<file path="config.mk">
export PLATFORM = sky130hd
export DESIGN_NAME = button_click_classifier_core
export DESIGN_NICKNAME = d
export VERILOG_FILES = /design/src/hdl/bcc_pkg.sv /design/src/hdl/bcc_cfg_regs.sv /design/src/hdl/bcc_classifier.sv /design/src/hdl/button_click_classifier_core.sv
export VERILOG_INCLUDE_DIRS = /design/src /design/src/hdl
export SDC_FILE = /design/constraint.sdc
export NUM_CORES = 1
export LEC_CHECK = 0
export ABC_AREA = 0
export BUFFER_PORTS_ARGS = -buffer_cell sky130_fd_sc_hd__buf_2
export CORE_MARGIN = 2
export CORE_UTILIZATION = 41
export CTS_CLUSTER_SIZE = 12
export DETAILED_ROUTE_END_ITERATION = 8
export GPL_TIMING_DRIVEN = 0
export PLACE_DENSITY = 0.68
export RECOVER_POWER = 50
export SLEW_MARGIN = 15
export SYNTH_ARGS = -nofsm -noshare
export SYNTH_HDL_FRONTEND = slang
export SYNTH_HIERARCHICAL = 1
export SYNTH_SLANG_ARGS = --single-unit
</file>
<file path="constraint.sdc">
create_clock -name clk_i -period 5.01 [get_ports clk_i]
set_input_delay 1.002 -clock clk_i [delete_from_list [all_inputs] [get_ports clk_i]]
set_output_delay 1.002 -clock clk_i [all_outputs]
set_load 0.1 [all_outputs]
</file>
<file path="src/hdl/button_click_classifier_core_assert.svh">
// Assertion macros for the button click classifier.
// Included by the RTL files that check their own logic; no other dependencies.
`ifndef BUTTON_CLICK_CLASSIFIER_CORE_ASSERT_SVH
`define BUTTON_CLICK_CLASSIFIER_CORE_ASSERT_SVH

// Same-cycle implication, checked outside reset
`define BCC_ASSERT_IMPL(label, clk, rst_n, ante, cons, msg) \
  label: assert property (@(posedge clk) disable iff (!rst_n) (ante) |-> (cons)) \
    else $error(msg);

// Next-cycle implication, checked outside reset
`define BCC_ASSERT_NEXT(label, clk, rst_n, ante, cons, msg) \
  label: assert property (@(posedge clk) disable iff (!rst_n) (ante) |=> (cons)) \
    else $error(msg);

`endif

</file>
<file path="src/hdl/bcc_pkg.sv">
// Shared types and constants for the button click classifier.
// No dependencies; imported by every module of the block.
`default_nettype none

package bcc_pkg;

  // Age counter width default and configuration register width
  localparam int AGE_WIDTH_DEF = 16;
  localparam int CFG_W         = 15;

  // Configuration reset values
  localparam logic [CFG_W-1:0] DEBOUNCE_DEF = CFG_W'(50);
  localparam logic [CFG_W-1:0] GAP_DEF      = CFG_W'(260);
  localparam logic [CFG_W-1:0] LONG_DEF     = CFG_W'(2000);

  // Configuration register indexes
  typedef enum logic [1:0] {
    CFG_ENABLE   = 2'd0,
    CFG_DEBOUNCE = 2'd1,
    CFG_GAP      = 2'd2,
    CFG_LONG     = 2'd3
  } cfg_idx_e;

  // Reported event codes
  typedef enum logic [1:0] {
    EV_NONE   = 2'd0,
    EV_SINGLE = 2'd1,
    EV_DOUBLE = 2'd2,
    EV_LONG   = 2'd3
  } click_ev_e;

  // Current configuration handed to the classifier
  typedef struct packed {
    logic             enable;
    logic [CFG_W-1:0] debounce_ticks;
    logic [CFG_W-1:0] gap_ticks;
    logic [CFG_W-1:0] long_ticks;
  } cfg_t;

endpackage

`default_nettype wire

</file>
<file path="src/hdl/bcc_cfg_regs.sv">
// Configuration register file of the button click classifier.
// Depends on bcc_pkg for register indexes, reset values and cfg_t.
`default_nettype none

module bcc_cfg_regs
  import bcc_pkg::*;
(
  input  wire logic             clk_i,
  input  wire logic             rst_ni,
  input  wire logic             cfg_we_i,
  input  wire logic [1:0]       cfg_idx_i,
  input  wire logic [CFG_W-1:0] cfg_wdata_i,
  output cfg_t                  cfg_o
);

  cfg_t cfg_q, cfg_d;

  // Decode the write into the addressed register
  always_comb begin
    cfg_d = cfg_q;
    if (cfg_we_i) begin
      case (cfg_idx_e'(cfg_idx_i))
        CFG_ENABLE:   cfg_d.enable         = cfg_wdata_i[0];
        CFG_DEBOUNCE: cfg_d.debounce_ticks = cfg_wdata_i;
        CFG_GAP:      cfg_d.gap_ticks      = cfg_wdata_i;
        CFG_LONG:     cfg_d.long_ticks     = cfg_wdata_i;
        default:      cfg_d                = cfg_q;
      endcase
    end
  end

  always_ff @(posedge clk_i or negedge rst_ni) begin
    if (!rst_ni) begin
      cfg_q.enable         <= 1'b0;
      cfg_q.debounce_ticks <= DEBOUNCE_DEF;
      cfg_q.gap_ticks      <= GAP_DEF;
      cfg_q.long_ticks     <= LONG_DEF;
    end else begin
      cfg_q <= cfg_d;
    end
  end

  assign cfg_o = cfg_q;

endmodule

`default_nettype wire

</file>
<file path="src/hdl/bcc_classifier.sv">
// Debounce and click classification state with its one-tick update.
// Depends on bcc_pkg and on the assertion macro header.
`default_nettype none

`include "button_click_classifier_core_assert.svh"

module bcc_classifier
  import bcc_pkg::*;
#(
  parameter int AGE_WIDTH = AGE_WIDTH_DEF
) (
  input  wire logic       clk_i,
  input  wire logic       rst_ni,
  input  wire cfg_t       cfg_i,
  input  wire logic       upd_i,      // commit one tick
  input  wire logic       pin_i,      // sampled pin, low means pressed
  output logic [1:0]      event_o,
  output logic            stable_o
);

  logic                 raw_pressed_q, raw_pressed_d;
  logic                 deb_pressed_q, deb_pressed_d;
  logic [AGE_WIDTH-1:0] raw_age_q, raw_age_d;
  logic [AGE_WIDTH-1:0] press_age_q, press_age_d;
  logic [AGE_WIDTH-1:0] rel_age_q, rel_age_d;
  logic                 long_fired_q, long_fired_d;
  logic                 awaiting_q, awaiting_d;
  click_ev_e            ev;
  logic                 raw;

  function automatic logic [AGE_WIDTH-1:0] sat_inc(input logic [AGE_WIDTH-1:0] a);
    return (&a) ? a : a + 1'b1;
  endfunction

  // When enabled, advance ages, debounce, then double click, long press and single click timeout
  always_comb begin
    raw           = ~pin_i;
    raw_pressed_d = raw_pressed_q;
    deb_pressed_d = deb_pressed_q;
    raw_age_d     = raw_age_q;
    press_age_d   = press_age_q;
    rel_age_d     = rel_age_q;
    long_fired_d  = long_fired_q;
    awaiting_d    = awaiting_q;
    ev            = EV_NONE;
    if (cfg_i.enable) begin
      raw_age_d   = sat_inc(raw_age_q);
      press_age_d = sat_inc(press_age_q);
      rel_age_d   = sat_inc(rel_age_q);

      if (raw != raw_pressed_q) begin
        raw_pressed_d = raw;
        raw_age_d     = '0;
      end

      if (raw_age_d >= AGE_WIDTH'(cfg_i.debounce_ticks) && raw != deb_pressed_q) begin
        deb_pressed_d = raw;
        if (raw) begin
          press_age_d  = '0;
          long_fired_d = 1'b0;
        end else if (!long_fired_q) begin
          if (awaiting_q && rel_age_d <= AGE_WIDTH'(cfg_i.gap_ticks)) begin
            awaiting_d = 1'b0;
            ev         = EV_DOUBLE;
          end else begin
            awaiting_d = 1'b1;
            rel_age_d  = '0;
          end
        end
      end

      if (deb_pressed_d && !long_fired_d &&
          press_age_d >= AGE_WIDTH'(cfg_i.long_ticks)) begin
        long_fired_d = 1'b1;
        awaiting_d   = 1'b0;
        ev           = EV_LONG;
      end

      if (awaiting_d && !deb_pressed_d && rel_age_d > AGE_WIDTH'(cfg_i.gap_ticks)) begin
        awaiting_d = 1'b0;
        ev         = EV_SINGLE;
      end
    end
  end

  // Commit state only when a tick leaves the input stage
  always_ff @(posedge clk_i or negedge rst_ni) begin
    if (!rst_ni) begin
      raw_pressed_q <= 1'b0;
      deb_pressed_q <= 1'b0;
      raw_age_q     <= '1;
      press_age_q   <= '1;
      rel_age_q     <= '1;
      long_fired_q  <= 1'b0;
      awaiting_q    <= 1'b0;
    end else if (upd_i) begin
      raw_pressed_q <= raw_pressed_d;
      deb_pressed_q <= deb_pressed_d;
      raw_age_q     <= raw_age_d;
      press_age_q   <= press_age_d;
      rel_age_q     <= rel_age_d;
      long_fired_q  <= long_fired_d;
      awaiting_q    <= awaiting_d;
    end
  end

  assign event_o  = ev;
  assign stable_o = deb_pressed_d;

  `BCC_ASSERT_NEXT(a_long_sets_fired, clk_i, rst_ni, upd_i && ev == EV_LONG,
                   long_fired_q, "long press without fired flag")
  `BCC_ASSERT_IMPL(a_double_needs_wait, clk_i, rst_ni, upd_i && ev == EV_DOUBLE,
                   awaiting_q, "double click with no pending release")
  `BCC_ASSERT_NEXT(a_disabled_frozen, clk_i, rst_ni, upd_i && !cfg_i.enable,
                   raw_age_q == $past(raw_age_q) && rel_age_q == $past(rel_age_q),
                   "state moved while disabled")

endmodule

`default_nettype wire

</file>
<file path="src/hdl/button_click_classifier_core.sv">
// Top level of the button click classifier: stream handshake and pipeline registers.
// Depends on bcc_pkg, bcc_cfg_regs and bcc_classifier.
`default_nettype none

// Takes one beat per millisecond tick carrying the sampled active-low button
// pin and returns one beat per tick with the click event (none, single,
// double, long press) and the debounced level. One beat is accepted every
// clock cycle while the result side does not stall; a beat waits in the
// input register, the state update runs in a single combinational pass,
// and the result is held in an output register. Backpressure on the result
// side stalls the input register only when the output register is still
// occupied. Configuration writes take effect on the next cycle and are meant
// to be made while no beat is in flight.
module button_click_classifier_core
  import bcc_pkg::*;
#(
  parameter int AGE_WIDTH = AGE_WIDTH_DEF
) (
  input  wire logic             clk_i,
  input  wire logic             rst_ni,
  // Configuration write port
  input  wire logic             cfg_we_i,
  input  wire logic [1:0]       cfg_idx_i,
  input  wire logic [CFG_W-1:0] cfg_wdata_i,
  // Input stream
  input  wire logic             s_axis_tvalid,
  output logic                  s_axis_tready,
  input  wire logic [7:0]       s_axis_tdata,   // [0] pin_level, [7:1] zero
  // Result stream
  output logic                  m_axis_tvalid,
  input  wire logic             m_axis_tready,
  output logic [7:0]            m_axis_tdata    // [1:0] click_event, [2] stable_pressed
);

  cfg_t       cfg;
  logic       in_valid_q, in_valid_d;
  logic       pin_q;
  logic       out_valid_q, out_valid_d;
  logic [1:0] out_ev_q;
  logic       out_stable_q;
  logic       advance, upd, s_acc;
  logic [1:0] ev;
  logic       stable;

  bcc_cfg_regs u_cfg (
    .clk_i       (clk_i),
    .rst_ni      (rst_ni),
    .cfg_we_i    (cfg_we_i),
    .cfg_idx_i   (cfg_idx_i),
    .cfg_wdata_i (cfg_wdata_i),
    .cfg_o       (cfg)
  );

  bcc_classifier #(
    .AGE_WIDTH (AGE_WIDTH)
  ) u_cls (
    .clk_i    (clk_i),
    .rst_ni   (rst_ni),
    .cfg_i    (cfg),
    .upd_i    (upd),
    .pin_i    (pin_q),
    .event_o  (ev),
    .stable_o (stable)
  );

  // Handshake: move forward whenever the output register is free or drains
  assign advance       = !out_valid_q || m_axis_tready;
  assign upd           = in_valid_q && advance;
  assign s_axis_tready = !in_valid_q || advance;
  assign s_acc         = s_axis_tvalid && s_axis_tready;

  always_comb begin
    in_valid_d = in_valid_q;
    if (s_acc) begin
      in_valid_d = 1'b1;
    end else if (advance) begin
      in_valid_d = 1'b0;
    end
  end

  always_comb begin
    out_valid_d = out_valid_q;
    if (advance) begin
      out_valid_d = in_valid_q;
    end
  end

  // Control registers
  always_ff @(posedge clk_i or negedge rst_ni) begin
    if (!rst_ni) begin
      in_valid_q  <= 1'b0;
      out_valid_q <= 1'b0;
    end else begin
      in_valid_q  <= in_valid_d;
      out_valid_q <= out_valid_d;
    end
  end

  // Payload registers
  always_ff @(posedge clk_i) begin
    if (s_acc) begin
      pin_q <= s_axis_tdata[0];
    end
    if (upd) begin
      out_ev_q     <= ev;
      out_stable_q <= stable;
    end
  end

  assign m_axis_tvalid = out_valid_q;
  assign m_axis_tdata  = {5'b0, out_stable_q, out_ev_q};

endmodule

`default_nettype wire

</file>
==> impl_metrics.json, run 1 <==
{
  "stdcell_count": 1064,
  "finalCriticalPeriod_ps": 5580,
  "power_uw": 2830,
  "yosys.area.top_type": "dfstp_2",
  "reg2reg_to": "out_ev_q[0]",
  "nets": 927,
  "core.rowCount": 48,
  "rsz0062_at_grt": "true",
  "final_common_cell": "nand2_1",
  "worst-endpoint-arrival_ps": 5670,
  "cts-hold-fix-buffers": 0,
  "antennaDiodeCount": 0,
  "place_hpwl_mm": 13.0,
  "tightestPinTransition_ps": 1730,
  "io_pins": 40,
  "p_leak_uw": 0.00402,
  "startpoint": "u_cls/rel_age_q[3]",
  "drive_gt1_frac": 0.396,
  "yosys_warnings": 6,
  "setup_viol": 4,
  "viasPerCell": 5.51,
  "synth_area_per_cell_um2": 9.79,
  "cts_max_level": 3,
  "grt_use_total": 0.208,
  "yosysTopAreaCellShare": 0.213,
  "cts_tree": "done",
  "clkSlewWorstSetupHoldPaths_ps": 70,
  "postRouteAntennaNets": 0,
  "synthArstFlopShare": 0.962,
  "peakVddDrop_v": 0.000209,
  "worst_slack_ps": -566,
  "die_w_um": 137,
  "wire_per_inst_um": 17.9,
  "tns_ps": -1980,
  "fin_skew_ps": 11.4,
  "relSlewSlack": -0.152,
  "cts_sinks": 104,
  "gp_congestion": 0.880,
  "grt_pass1_wl_mm": 29.8,
  "whs_ps": 484,
  "synth_edf_count": 4,
  "initialDrtViolationCount": 394,
  "setup.worst_path.start_class": "flip-flop",
  "synth-seq-area-share": 0.370,
  "cts_buffer_depth": 2,
  "routed_wl_mm": 19.0,
  "status": "complete, but fails checks",
  "critical_path_required_ps": 5100,
  "syn_area_um2": 7290,
  "grt_overflow": 0,
  "grt_max_degree": 70,
  "timing.rr.start": "u_cls/rel_age_q[3]",
  "areaGrowthSynthToFinish_pct": 23.5,
  "core_um2": 17400,
  "cts_root_buf": "clkbuf_16",
  "drv_slew": 103,
  "cts_buffers": 9,
  "drc_errors": 0,
  "die-area_um2": 18900,
  "die_y_um": 137,
  "dr.pass1.iters": 7,
  "power_density_nw_per_um2": 315,
  "final_util": 0.519,
  "fin_crit_sh": 1.11,
  "grt_pass1_vias": 5635,
  "cap_violations": 2,
  "synthFlopType": "dfstp_2",
  "crit_fanout": 6,
  "syn_inst": 745,
  "portBuffers": 27,
  "yosys-top-cells-area": "dfstp_2, dfrtp_1, ha_1",
  "final_cell_mix": "nand2_1, dfstp_2, inv_1, nor2_1, ha_1",
  "insertion_delay_ps": 350,
  "placed_cells": 1002,
  "fmax_mhz": 179,
  "critPathKind": "flip-flop to flip-flop",
  "end_kind": "flip-flop",
  "violations": "capacitance limit, slew limit, setup timing",
  "initial_core_util": 0.420,
  "finalHoldViolCount": 0,
  "critPathCapture": "out_ev_q[0]",
  "ys_types": 69,
  "min_path_type": "flip-flop to flip-flop",
  "reg2regPathDepth": 26,
  "antenna_found_initial": 0,
  "synth-seq-cells": 104,
  "num_vias": 5864,
  "ff2ff_setup_slack_ps": -570
}
==> layout make-up <==
cell class / count / area (um^2)
Sequential cell: 104 / 2700
Clock buffer: 14 / 274
Fill cell: 1485 / 8350
Inverter: 59 / 221
Timing Repair Buffer: 74 / 519
Buffer: 29 / 213
Tap cell: 225 / 282
Multi-Input combinational cell: 557 / 4790
Clock inverter: 2 / 13.8
==> stage by stage <==
step	cell area (um^2)	setup slack, ps
after floorplan	7370	-57.8
after global placement	7780	-1070
after detailed placement	7820	-1130
after CTS	8720	-383
after global routing	9010	-749
final	9010	-566
==> cell usage after synthesis, types with 20 or more instances <==
cell type  count
o21ai_0       35
nor2_1        70
nand3_1       20
dfrtp_1       41
nand2_1       81
ha_1          63
a21oi_1       29
mux2_4        31
dfstp_2       59
inv_1         59
xnor2_1       22
mux2_2        23
==> kinds of logic (layout without fill, tap and decap cells) <==
family / count (synthesis) / count (layout) / synth area share
AOI/OAI and AO/OA: 143 / 143 / 0.135
adders and majority gates: 63 / 63 / 0.108
other: 1 / 5 / 0.000514
DFF: 104 / 104 / 0.370
xor gates and xnor gates: 34 / 34 / 0.0408
muxes: 57 / 57 / 0.104
and+or+nand+nor: 255 / 255 / 0.186
buffers and inverters: 88 / 178 / 0.0554
==> sequential cells by signal, summed over array words and instances, names as in the netlist <==
register,flops
in_valid_q,1
m_axis_tvalid,1
out_ev_q,2
out_stable_q,1
pin_q,1
u_cfg/cfg_o,46
u_cls/awaiting_q,1
u_cls/deb_pressed_q,1
u_cls/long_fired_q,1
u_cls/press_age_q,16
u_cls/raw_age_q,16
u_cls/raw_pressed_q,1
u_cls/rel_age_q,16
==> how the worst min path moves through the flow <==
stage                                    start                    to  slack (ps)  cells past startpoint
final                               in_valid_q         m_axis_tvalid         480                      1
after global routing      u_cls/press_age_q[6]  u_cls/press_age_q[6]         520                      2
after CTS                   u_cls/raw_age_q[1]    u_cls/raw_age_q[1]         480                      2
after detailed placement    u_cls/raw_age_q[1]    u_cls/raw_age_q[1]         470                      2
after global placement      u_cls/raw_age_q[1]    u_cls/raw_age_q[1]         470                      2
after floorplan             u_cls/raw_age_q[1]    u_cls/raw_age_q[1]         460                      2
==> worst max-delay path, stage by stage, from the launching register on <==
cell and delay, ps:
dfstp_2 600, and3_4 250, and3_4 230, and3_4 240, a31oi_4 150, nand3_1 180, xor2_2 270, inv_1 80
ha_1 300, nand4_1 160, a21oi_1 60, o31ai_1 330, a21oi_2 140, o31a_1 330, buf_6 140, buf_8 130
buf_8 140, nor2_4 110, ha_4 210, a21oi_2 110, nor2b_1 50, o21ai_1 190, a31oi_2 150, o31ai_4 260
a221oi_2 110, nor3b_2 170, o21a_1 210
==> timing repair <==
item	in CTS	in global routing
pin swaps	51	51
resized for setup	73	47
gates cloned	0	0
setup endpoints to repair	4	4
setup buffers	31	15
hold endpoints to repair	0	0
==> power by group <==
group          total (uW)  switching, uW  internal [uW]  leakage [uW]
combinational         995            571            424       0.00274
sequential           1150            130           1020       0.00114
clock                 690            311            379      0.000143
total                2830           1010           1820       0.00402
==> per-layer routing <==
layer / up-vias / global-route usage / wire [um]
met5: - / 0 / 0
met4: 0 / 0.0573 / 410
met3: 30 / 0.0324 / 876
met2: 167 / 0.342 / 9100
met1: 2870 / 0.284 / 8620
li1: 2797 / - / -
Power figures use the tool's default switching activity.
==> run 2: changes to the inputs <==
- CORE_UTILIZATION: 41 -> 35
- HOLD_SLACK_MARGIN: not set -> 0.08
- PLACE_DENSITY: 0.68 -> 0.61
==> run 2 against run 1 <==
Effect of this change:
- the flow still finishes with violations (capacitance limit, slew limit, setup timing)
- core utilization down 6.6 points
- non-clock buffer count is 5 higher
- register-to-register slack improved by 200 ps
- hold slack improved by 8.0 ps
- sequential power about the same
- final area increased by 2.4%
- critical endpoint unchanged
- largest cell class unchanged
==> impl_metrics.json, run 2 (same netlist as run 1, synthesis figures left out) <==
{
  "grt_pass1_vias": 5595,
  "antenna_found_initial": 0,
  "routed_wl_mm": 19.2,
  "slowest_stage": "dfstp_2",
  "worst-endpoint-arrival_ps": 5470,
  "worstHoldStart": "u_cls/raw_age_q[1]",
  "grt_overflow": 0,
  "cp_num_buf_inv": 2,
  "worst_slack_ps": -368,
  "cts_tree": "done",
  "cts_max_level": 3,
  "core_um2": 20400,
  "power_density_nw_per_um2": 320,
  "violations": "capacitance limit, slew limit, setup timing",
  "min_path_type": "flip-flop to flip-flop",
  "postRouteAntennaNets": 0,
  "fin_skew_ps": 11.1,
  "final_cell_mix": "nand2_1, dfstp_2, inv_1, buf_4, nor2_1",
  "dr.pass1.iters": 4,
  "fin_crit_sh": 1.07,
  "antennaDiodeCount": 0,
  "cts_sinks": 104,
  "path_delay_family": "compound AO/OA/AOI/OAI gates",
  "core.rowCount": 52,
  "drive_gt1_frac": 0.417,
  "tightestPinTransition_ps": 1790,
  "finalHoldViolCount": 0,
  "nets": 932,
  "drv_slew": 103,
  "die_w_um": 148,
  "cap_violations": 2,
  "startpoint": "u_cls/raw_age_q[7]",
  "relSlewSlack": -0.196,
  "crit_path_max_incr_delay_ps": 540,
  "die_y_um": 148,
  "grt_use_total": 0.177,
  "rsz0062_at_grt": "true",
  "viasPerCell": 5.23,
  "clkSlewWorstSetupHoldPaths_ps": 70,
  "timing.rr.start": "u_cls/raw_age_q[7]",
  "cts_root_buf": "clkbuf_16",
  "grt_max_degree": 73,
  "status": "complete, but fails checks",
  "tns_ps": -1280,
  "dp_slack_ps": -1170,
  "crit_fanout": 6,
  "io_pins": 40,
  "peakVddDrop_v": 0.000181,
  "portBuffers": 27,
  "insertion_delay_ps": 350,
  "final_util": 0.453,
  "initialDrtViolationCount": 347,
  "power_uw": 2950,
  "fmax_mhz": 186,
  "gp_congestion": 0.888,
  "finalCriticalPeriod_ps": 5380,
  "drc_errors": 0,
  "cts-hold-fix-buffers": 0,
  "setup.worst_path.start_class": "flip-flop",
  "largest_reg_flops": 46,
  "final_common_cell": "nand2_1",
  "setup_viol": 4,
  "die-area_um2": 22000,
  "p_leak_uw": 0.00404,
  "num_vias": 5825,
  "wire_per_inst_um": 17.3,
  "critical_path_required_ps": 5100,
  "critPathKind": "flip-flop to flip-flop",
  "grt_pass1_wl_mm": 30.3,
  "whs_ps": 492,
  "place_hpwl_mm": 13.4,
  "cts_buffer_depth": 2,
  "cts_buffers": 9,
  "initial_core_util": 0.358,
  "areaGrowthSynthToFinish_pct": 26.5,
  "end_kind": "flip-flop"
}
-- run 2: cell type report --
class	instances	area, um^2
buffer	29	208
clock buffer	9	225
clock inverter	7	118
fill	1899	11100
inverter	59	221
multi-input combinational	557	4850
sequential	104	2700
tap	270	338
timing repair buffer	79	562
-- run 2: power breakdown --
group          switching (uW)  internal (uW)  total [uW]
clock                     328            490         818
combinational             573            421         995
sequential                122           1020        1140
total                    1020           1930        2950
-- run 2: worst paths after layout --
check                                endpoint  slack (ps)  cells past startpoint
setup / recovery                  out_ev_q[0]        -370                     27
hold / removal             u_cls/raw_age_q[1]         490                      2
setup reg to reg                  out_ev_q[0]        -370                     27
hold reg to reg            u_cls/raw_age_q[1]         490                      2
max in group asynchronous      u_cfg/cfg_o[0]        1480                      2
min in group asynchronous          in_valid_q        1040                      1
-- run 2: routing by layer --
metal  up-vias  share of wire  GRT usage
met4         0          0.031     0.0676
met2       134           0.47      0.283
met3        37          0.030     0.0184
met5         -              0          0
li1       2809              -          -
met1      2845           0.47      0.249
-- run 2: worst register-to-register path, cell delays in order (launching register included) --
cell and delay (ps):
dfstp_2 540, nand4_1 140, or2_4 280, or3_4 350, nor2_4 120, nor2_4 60
nand2_1 130, xor2_2 180, nor2_1 80, ha_2 210, nor4_2 210, o21ai_1 110
a211oi_2 330, a2bb2oi_4 250, a21oi_4 80, o31a_1 140, buf_6 140, buf_8 140
nor2_2 110, ha_1 260, a21oi_2 120, o21ai_1 80, a21oi_1 180, nor2b_2 80
o31ai_4 290, a221oi_2 100, nor3b_2 170, o21a_1 220
-- run 2: through the flow --
stage          area [um^2]  std cells
3_5_place_dp          7870       1047
3_3_place_gp          7840       1046
6_report              9220       1114
4_1_cts               9060       1105
2_1_floorplan         7370        749
5_1_grt               9220       1114
-- run 2: timing repair --
item                                   in CTS  in global routing
gates cloned                                2                  0
setup endpoints to repair                   4                  4
gates resized for setup                   100                 31
pin swaps                                  67                 63
setup buffers                              40                 10
endpoints found under the hold margin       0                  0
